`src/rtl/core/wlin_pkg.sv`:
```
package wlin_pkg;

	localparam int MAX_POINTS = 64;
	localparam int IDX_W = $clog2(MAX_POINTS);
	localparam int CNT_W = $clog2(MAX_POINTS + 1);

	localparam logic CMD_LOAD  = 1'b0;
	localparam logic CMD_QUERY = 1'b1;

	localparam logic [1:0] REG_BEFORE = 2'd0;
	localparam logic [1:0] REG_INSIDE = 2'd1;
	localparam logic [1:0] REG_AFTER  = 2'd2;

	localparam int NUM_W = 65;
	localparam int QUO_W = 49;

	typedef struct packed {
		logic [31:0] stamp;
		logic [31:0] z;
		logic [31:0] y;
		logic [31:0] x;
	} entry_t;

	typedef struct packed {
		logic start;
		logic wide;
	} div_cmd_t;

	typedef enum logic [8:0] {
		ST_IDLE   = 9'b000000001,
		ST_FIRST  = 9'b000000010,
		ST_LAST   = 9'b000000100,
		ST_SEARCH = 9'b000001000,
		ST_SETUP  = 9'b000010000,
		ST_MUL    = 9'b000100000,
		ST_DIVGO  = 9'b001000000,
		ST_DIV    = 9'b010000000,
		ST_DONE   = 9'b100000000
	} state_t;

endpackage

```
`src/rtl/core/wlin_div.sv`:
```
module wlin_div (
	input  logic                        clk,
	input  logic                        arst_n,
	input  wlin_pkg::div_cmd_t          cmd,
	input  logic [wlin_pkg::NUM_W-1:0]  num,
	input  logic [31:0]                 den,
	output logic                        busy,
	output logic [wlin_pkg::QUO_W-1:0]  quo
);

	logic [31:0] rem_q;
	logic [wlin_pkg::QUO_W-1:0] sh_q;
	logic [wlin_pkg::QUO_W-1:0] quo_q;
	logic [5:0] cnt_q;
	logic busy_q;
	logic [32:0] trial;
	logic [32:0] diff;
	logic ge;

	assign trial = {rem_q, sh_q[wlin_pkg::QUO_W-1]};
	assign ge = trial >= {1'b0, den};
	assign diff = trial - {1'b0, den};

	always_ff @(posedge clk or negedge arst_n) begin
		if (!arst_n) begin
			busy_q <= 1'b0;
			cnt_q <= '0;
		end else if (cmd.start) begin
			busy_q <= 1'b1;
			cnt_q <= cmd.wide ? 6'd49 : 6'd33;
		end else if (busy_q) begin
			cnt_q <= cnt_q - 6'd1;
			if (cnt_q == 6'd1) begin
				busy_q <= 1'b0;
			end
		end
	end

	// Narrow mode starts from the upper dividend bits, which are known to be below the divisor.
	always_ff @(posedge clk) begin
		if (cmd.start) begin
			quo_q <= '0;
			if (cmd.wide) begin
				rem_q <= '0;
				sh_q <= num[wlin_pkg::QUO_W-1:0];
			end else begin
				rem_q <= num[64:33];
				sh_q <= {num[32:0], 16'b0};
			end
		end else if (busy_q) begin
			rem_q <= ge ? diff[31:0] : trial[31:0];
			sh_q <= {sh_q[wlin_pkg::QUO_W-2:0], 1'b0};
			quo_q <= {quo_q[wlin_pkg::QUO_W-2:0], ge};
		end
	end

	assign busy = busy_q;
	assign quo = quo_q;

	a_cnt_live: assert property (@(posedge clk) disable iff (!arst_n)
		busy_q |-> (cnt_q != 6'd0)) else $error("divider busy with zero count");
	a_start_busy: assert property (@(posedge clk) disable iff (!arst_n)
		cmd.start |=> busy_q) else $error("divider did not start");
	a_finish: assert property (@(posedge clk) disable iff (!arst_n)
		(busy_q && cnt_q == 6'd1 && !cmd.start) |=> !busy_q) else $error("divider overran");

endmodule

```
`config.mk`:
```
export PLATFORM = sky130hd
export DESIGN_NAME = wlin_div
export DESIGN_NICKNAME = d
export VERILOG_FILES = /design/src/rtl/core/wlin_pkg.sv /design/src/rtl/core/wlin_div.sv
export SDC_FILE = /design/constraint.sdc
export NUM_CORES = 1
export LEC_CHECK = 0
export ABC_CLOCK_PERIOD_IN_PS = 3200
export BUFFER_PORTS_ARGS = -buffer_cell sky130_fd_sc_hd__buf_2
export CAP_MARGIN = 20
export CORE_ASPECT_RATIO = 0.6
export CORE_MARGIN = 4
export CORE_UTILIZATION = 35
export DETAILED_ROUTE_END_ITERATION = 16
export PLACE_DENSITY = 0.61
export SLEW_MARGIN = 20
export SYNTH_ARGS = -nofsm -noshare
export SYNTH_HDL_FRONTEND = slang
export SYNTH_SLANG_ARGS = --single-unit
```
`constraint.sdc`:
```
create_clock -name clk -period 3.2 [get_ports clk]
set_clock_uncertainty 0.1 [all_clocks]
set_input_delay 0.64 -clock clk [delete_from_list [all_inputs] [get_ports clk]]
set_output_delay 0.64 -clock clk [all_outputs]
set_load 0.02 [all_outputs]
```
==> results, run 1 <==
- The largest total area in the synthesized netlist belongs to edfxtp_1.
- The synthesized design contains 81 enable-type register cells.
- At the end of the flow the core is filled with cells to 45.9%.
- The count of standard-cell rows is between 40 and 50.
- The net count of the mapped netlist is 946.
- The congestion estimate from routability-driven global placement came to just under 0.9.
- The tightest hold path in the finished design has a slack of 0.387 ns.
- The reported leakage power is 0.00505 uW.
- The number of storage elements in the synthesis netlist is 137.
- Once the floorplan was initialized, standard cells occupied 35.8% of the core.
- The die area is 0.0253 mm^2.
- The largest vdd supply drop is 0.449 mV.
- The port buffer count is 150.
- The worst-skew pair later-pin latency is about 0.43 ns.
- The setup slack after layout is 0.0379 ns.
- The length in cells of the worst reg-to-reg path is 11.
- The area of the multi-input gates is 0.00406 mm^2.
- After clock tree synthesis, the clock-pin slew on the worst setup and hold paths is 0.07 ns.
- The main flop type after synthesis is edfxtp_1.
- Yosys attributes the largest share of cell area to edfxtp_1, mux2i_1, dfxtp_1.
- The tree is rooted in a clkbuf_16.
- The floorplan step set the die width to around 200 um.
- Of all flip-flops after synthesis, the portion carrying an async set or reset was around 5.1%.
- The residual overflow from global routing is 0.
- Synthesis handed over a netlist of 810 instances.
- Summing all flip-flop and latch instances after layout gives 0.00359 mm^2.
- The total chip power is approximately 8000 uW.
- The headroom to the max-slew limit is between 50 and 60%.
- At the placement stage, the worst setup path has a slack of -0.335 ns.
- The kind of launch point of the worst setup path is a register.
- Dividing the detail-routed wire length by the instance count gives 17.2 um.
- The via count of the first global-routing pass was ~6.6k.
- Ranked by instance count, the synthesized netlist is headed by mux2i_1, nor2_1, edfxtp_1.
- The hold-critical path endpoint is rem_q[25].
- The initial antenna violation count is 0.
- Global routing used 18.0% of the available tracks.
- The core region is 0.0222 mm^2.
- The number of buffers inserted during clock tree synthesis is 17.
- Summed over all failing endpoints, the final setup total negative slack is 0 ns.
- Data on the critical path is required at its endpoint by 3.26 ns.
- In this run the count of I/O pins placed on the die edge is 151.
- For this block, the routed nets add up to roughly 23000 um of wire.
- After synthesis, flip-flops and latches occupy a little under half of the total area.
- The synthesized area per cell is 9.83 um^2.
- The final-report max-slew violation count is 0.
- The power density relative to cell area is 781 mW/mm^2.
- For the finished layout, the period the worst path requires is 3.16 ns.
- Setup violations remaining at the end of the flow were counted as 0.
- The final clock period utilization by the worst path is 98.8%.
- The most repeated cell in the gate-level netlist after synthesis is mux2i_1.
- Detailed placement finished with a half-perimeter wire length of 17000 um.
- The worst register-to-register path ends at rem_q[29].
- TritonCTS built the clock tree.
- The worst setup path is captured at a register.
- Of the cells placed in the final design, the portion with a size suffix greater than 1 is 28.1%.
- Setup repair after global routing could not meet its margin everywhere.
- For this run, design rule violations remaining after detail routing come to 0.
- The class of the tightest hold or removal check is in2reg.
- The hold path depth is 3.
- The hold violation count in the final report is 0.
- 0 antenna diodes ended up in the layout.
- The first detailed-routing pass ran for 5 iterations.
- The run finished with clean final reports.
- Compared with the post-synthesis result, the final layout area differs by 28.1%.
- At the pin with the least slew margin, the transition time is between 0.7 and 0.8 ns.
- Entering global routing, the biggest net connects 151 pins.
- The first global-routing pass estimated between 30000 and 40000 um of wire.
- The area share of the leading cell type in the synthesized netlist is a little under a third.
- For this run, the top clock speed supported by timing is 0.316 GHz.
- The routed via count is 6761.
- The minimum setup slack among reg-to-reg paths is 0.04 ns.
- The cell area after technology mapping is 0.00796 mm^2.
- Data arrives at the worst endpoint at 3.22 ns.
- For this run, the number of Yosys warnings is 0.
- The number of vias per cell is 5.05.
- The layout has 2181 filler cells.
- In this run the critical register-to-register path is launched from rem_q[0].
- Once detail routing completed, the nets flagged for antenna violations numbered 0.
- In this run the number of H-tree levels came out at 4.
- The max-cap violation count is 0.
- The number of unique standard cell types used by synthesis is 56.
- The post-layout net count is 1153.
- The critical path in this run is classified as reg2reg.
- The top fanout value on the critical path is 3.
- The worst-case clock buffer depth is 2.
- After the first detailed-routing iteration, the DRC count stood at ~490.
- The floorplan step set the die height to 125 um.
- In this run the most critical hold path is launched from num[58].
- The critical path starts at rem_q[0].
- The total clock sinks is between 100 and 150.
-- registers in the layout, indices dropped and copies added (netlist names) --
name	cells
cnt_q	6
busy	1
sh_q	49
quo	49
rem_q	32
-- kinds of logic (layout without fill, tap and decap cells) --
logic type | Yosys count | after routing | synth area share (%)
buffers and inverters | 91 | 311 | 4.62
AO/OA/AOI/OAI | 191 | 191 | 14.9
adder cells (fa/ha/maj) | 35 | 35 | 5.59
XOR/XNOR | 33 | 33 | 3.63
flip-flops | 137 | 137 | 45.1
multiplexers | 111 | 111 | 14.0
AND/OR/NAND/NOR | 212 | 212 | 12.1
-- final cells by class --
cell class                 instances  area share [%]
sequential                       137            35.2
clock inverter                    14            1.04
inverter                          44            1.62
tap                              308            3.78
clock buffer                      18            4.42
multi-input combinational        582            39.8
timing repair buffer             235            14.2
-- metrics by stage --
step / area [um^2] / std cells
floorplan: 7970 / 810
global placement: 9560 / 1301
detailed placement: 9560 / 1301
CTS: 10100 / 1335
global route: 10200 / 1338
finish: 10200 / 1338
-- power by group --
part	switching (uW)	internal (uW)
sequential	166	2220
combinational	1900	1790
clock	843	1050
total	2910	5060
-- routing by layer --
layer	global-route usage (%)	up-vias	share of wire [%]
met5	0	-	0
met2	24.5	232	40
met1	28.3	3177	52
met4	3.63	0	0.81
li1	-	3339	-
met3	4.76	13	7.6
-- how the worst max path moves through the flow --
| stage | slack [ns] | to |
|---|---|---|
| 2_1_floorplan | 0.008 | rem_q[28] |
| 3_3_place_gp | -0.28 | rem_q[26] |
| 3_5_place_dp | -0.34 | rem_q[26] |
| 4_1_cts | 0.006 | rem_q[28] |
| 5_1_grt | -0.13 | rem_q[28] |
| 6_report | 0.04 | rem_q[29] |
-- cell usage in the layout, fill, tap and decap left out, types with 3 or more instances in the layout --
cell type,netlist,layout
a22o_1,15,15
nor3_1,5,5
o21ai_0,11,11
a21o_1,17,17
dfrtp_1,7,6
nor2b_1,4,4
ha_1,34,32
edfxtp_1,81,81
nand2_1,44,44
a31oi_1,4,4
xor2_1,14,14
and2_1,3,3
o21bai_1,5,5
a21oi_1,74,73
inv_4,0,5
a211oi_1,4,4
inv_6,0,4
o21ai_2,0,3
and3_1,5,5
o21ai_1,37,34
clkbuf_16,0,18
mux2i_1,110,110
dfxtp_1,49,49
buf_12,0,4
nand4_1,12,12
inv_1,44,42
nand3_1,15,15
buf_4,0,81
o21a_1,6,6
nand3b_1,4,4
buf_2,3,149
xnor2_1,19,19
nor2_1,103,102
-- critical path, cell delays in order (launching register included) --
cell,delay [ns]
edfxtp_1,0.48
ha_1,0.34
nor2b_1,0.14
o2111a_1,0.24
nor4_1,0.30
o21ai_2,0.17
o21a_1,0.24
buf_4,0.15
o21bai_1,0.16
mux2i_1,0.09
o21ai_0,0.33
o311ai_1,0.15
-- timing repair --
item | in CTS | in global routing
gates resized for setup | 3 | 8
endpoints found under the setup margin | 4 | 17
pin swaps | 4 | 5
buffers inserted | 1 | 3
hold endpoints to repair | 7 | 0
hold buffers | 1 | 0
Note: power is estimated with default switching activity, not from simulation.
==> run 2, diff against run 1 <==
- ABC_AREA: default -> 1
- PLACE_DENSITY: 0.61 -> 0.6
==> run 2 against run 1 <==
Net effect:
- sequential power rose by 2%
- highest routed layer is now met5
- clock power rose by 3%
- synthesized cell count rose by 48%
- clock-buffer cell count fell by 1
- non-clock buffer count fell by 70
- hold slack got worse by 0.030 ns
- largest cell class unchanged
- via count rose by 20%
- utilization fell by 3.1 points
- area after synthesis rose by 9.9%
- routed wire length rose by 16%
- critical path depth rose by 3
==> results, run 2 <==
- The flow ran to the end, and the final reports show no timing, DRC or antenna violations.
- The final sum of negative setup slack is 0 ns.
- The count of warnings emitted by yosys is 0.
- Summing the areas of all compound-gate instances in the mapped netlist gives a little over a tenth of the synthesized area.
- The die boundary height is 131 um.
- Power spread over the standard cell area amounts to 784 mW/mm^2.
- The simple logic cell fraction of the synthesized area is 27.6%.
- The routed via count is 8101.
- Summing the areas of all fa, ha and maj instances in the mapped netlist gives 5.09% of the synthesized area.
- Ranked by instance count, the synthesized netlist is headed by nand2_1, inv_1, nand3_1.
- Static timing analysis puts the maximum clock frequency at roughly 0.37 GHz.
- The post-detailed-route count of antenna-violating nets is 0.
- The die extent in x is approximately 210 um.
- The number of nets handed over by synthesis was 1333.
- Among all stages on the critical path, the largest delay is contributed by fa_1.
- Summed over all cells, the static leakage comes to approximately 0.0054 uW.
- Once layout is complete, the utilization of the core stands at 42.8%.
- The number of storage elements in the synthesis netlist is 137.
- The number of buffers inserted during clock tree synthesis is 17.
- The largest family of logic cells by synthesized area is simple AND/OR/NAND/NOR gates.
- The post-synthesis cell count is 1197.
- The portion of synthesized area spent on multiplexers is 0%.
- In the post-synthesis netlist, the biggest area contributors are edfxtp_1, nand2_1, inv_1.
- The top cell types in the final layout, fill and taps aside, are nand2_1, inv_1, buf_2.
- The first global-routing pass estimated between 40000 and 50000 um of wire.
- The core region is 0.0244 mm^2.
- Setup repair after global routing left no endpoint under its margin.
- The total placed instance area is 0.00983 mm^2.
- Fill cells in the final layout number 2534.
- The count of TritonRoute iterations in the first routing pass is 5.
- The synthesized netlist contains 44 unique library cells.
- Data arrives at the worst endpoint at roughly 2.8 ns.
- The shortest clock period the worst path allows after layout is 2.69 ns.
- VDD sags by at most 0.457 mV.
- The die area is 0.0277 mm^2.
- The number of buffers and inverters on the critical path is 2.
- The number of remaining DRC errors is 0.
- On the critical path the largest part of the delay comes from simple AND/OR/NAND/NOR gates.
- The sequential fraction of the synthesis area is around two fifths.
- The largest single stage delay on the critical path is roughly 0.45 ns.
- The start-to-end type of the worst setup path is reg2reg.
- The total clock sinks is 137.
- The number of vias per cell is 4.83.
- The clock tree from TritonCTS is done.
- After detailed routing, the average wire length per cell comes to 16.0 um.
- The initial antenna violation count is 4.
- The kind of launch point of the worst setup path is a register.
- The min-delay analysis places its worst path in the category reg2reg.
- In this run the cell area of the synthesized design comes to 0.00875 mm^2.
- The maximum number of pins on one net before global-route repair is between 60 and 70.
- The kind of capture point of the worst setup path is a register.
- After the first detailed-routing iteration, the DRC count stood at 694.
- 151 I/O pins were placed.
- The area share of the leading cell type in the synthesized netlist is approximately 28%.
- The post-route standard cell area excluding fillers is between 0.01 and 0.015 mm^2.
- The port buffer count is 150.
- The cell type contributing the most total cell area after synthesis is edfxtp_1.
- Summed over all layers, the global routing overflow is 0.
- The via count of the first global-routing pass is 7616.
- Routability-driven placement finished with a final weighted congestion of about 0.94.
- The tightest hold path in the finished design has a slack of 0.356 ns.
- The slew of the pin with the lowest slew margin is 0.679 ns.
- The main flop type after synthesis is edfxtp_1.
- The buffer type at the clock tree root is clkbuf_16.
- The post-layout net count is roughly 1.5k.
- Counting flops with an async set or reset pin after synthesis yields a share of 5.11%.
- The half-perimeter wire length after placement is 20800 um.
- The worst path uses 84.2% of the clock period.
- The final-report max-slew violation count is 0.
- The number of endpoints failing setup at the final stage is 0.
- The hold violation count in the final report came to 0.
- The effective utilization at floorplan is 35.9%.
- The critical path required time is 3.27 ns.
- The most repeated cell in the gate-level netlist after synthesis is nand2_1.
- The headroom to the max-slew limit is 54.7%.
- The cell type with the highest occurrence count on the critical path is nand2_1.
- In this run the number of H-tree levels came out at 4.
- The routed design has 26800 um of wire.
- The clock-pin transition on the worst setup and hold timing paths is around 0.060 ns.
- The total global-route track usage is 19.3%.
- Walking the worst path, the cells encountered are inv_1 > ha_1 > inv_1 > fa_1 > nand2_1 > nand3_1 > nand3_1 > nand2_1 > nand2_1 > nand2_1 > xor2_1 > nand2_1 > nand3_1 > o21ai_1.
- Yosys mapped a number of flops with a built-in enable equal to 81.
- The tool flagged a number of max-cap violations equal to 0.
- The most common cell after layout, fill and taps aside is nand2_1.
- Each instance of the synthesized netlist takes up on average between 7 and 8 um^2.
- For the worst-skew pair, the clock arrives at the later sink with an insertion delay of 0.43 ns.
- The count of standard-cell rows is 44.
- Cells with a size suffix above 1 make up ~18% of the layout.
- The synthesized-area fraction occupied by xor and xnor cells is under 10%.
- Of all nets on the critical path, the largest fanout is 4.
- The synthesis-to-layout area growth is 19.1%.
- In this run the deepest clock path goes through 2 buffers.
run 2: cell count changes in the layout (fill, tap and decap cells not counted), sizes merged, moves of 12 or more:
cell,previous run,this run
a21o,17,0
a21oi,74,25
a22o,15,0
buf,234,164
inv,54,281
mux2i,110,0
nand2,44,368
nand3,15,90
nand3b,4,16
nor2,104,52
o21ai,48,36
o221ai,0,29
o22ai,0,48
xor2,14,2
run 2: cell type report:
| type | count | area, um^2 | share of cell area [%] |
|---|---|---|---|
| inverter | 278 | 1050 | 10.0 |
| antenna | 1 | 2.50 | 0.0240 |
| clock inverter | 15 | 154 | 1.48 |
| clock buffer | 17 | 425 | 4.08 |
| tap | 322 | 403 | 3.86 |
| sequential | 137 | 3590 | 34.4 |
| multi-input combinational | 742 | 3920 | 37.6 |
| timing repair buffer | 165 | 891 | 8.54 |
run 2: path summary, 6_finish.rpt:
| kind | start | slack (ns) | end | cells after the start |
|---|---|---|---|---|
| setup / recovery | sh_q[48] | 0.51 | rem_q[12] | 14 |
| hold / removal | quo[48] | 0.36 | quo[48] | 2 |
| setup reg to reg | sh_q[48] | 0.51 | rem_q[12] | 14 |
| hold reg to reg | quo[48] | 0.36 | quo[48] | 2 |
| max in group asynchronous | arst_n | 2.31 | cnt_q[2] | 2 |
| min in group asynchronous | arst_n | 0.52 | cnt_q[0] | 2 |
run 2: repair_timing:
item | CTS | global route
resized for setup | 0 | 0
setup buffers | 0 | 0
endpoints found under the hold margin | 7 | 0
hold buffers | 1 | 0
run 2: per-stage QoR:
stage	total power, uW	std cells	setup slack (ns)
final	8170	1677	0.506
after global routing	8820	1677	0.344
after CTS	8150	1676	0.538
after detailed placement	6180	1643	0.171
after global placement	6150	1643	0.223
after floorplan	5250	1197	0.530
run 2: logic make-up after synthesis:
logic type,Yosys count
XOR/XNOR,14
AO/OA/AOI/OAI,146
AND/OR/NAND/NOR,547
flip-flops,137
buffers and inverters,318
adder cells (fa/ha/maj),35
run 2: per-layer routing:
layer  vias to the layer above  wire length [um]  track usage, %
met5                         -                34               0
met4                         6               253            4.23
met3                        24              1990            4.99
met2                       227             10200            25.5
met1                      3719             14300            30.9
li1                       4125                 -               -
run 2: power breakdown:
part	total, uW	switching, uW	internal [uW]
combinational	3800	2480	1320
clock	1950	907	1040
sequential	2420	177	2250
total	8170	3560	4610
run 2: worst reg2reg max path, stage by stage, from the launching register on:
cell and delay (ns):
edfxtp_1 0.37, inv_1 0.17, ha_1 0.18, inv_1 0.09
fa_1 0.45, nand2_1 0.10, nand3_1 0.11, nand3_1 0.13
nand2_1 0.11, nand2_1 0.08, nand2_1 0.08, xor2_1 0.22
nand2_1 0.11, nand3_1 0.09, o21ai_1 0.07
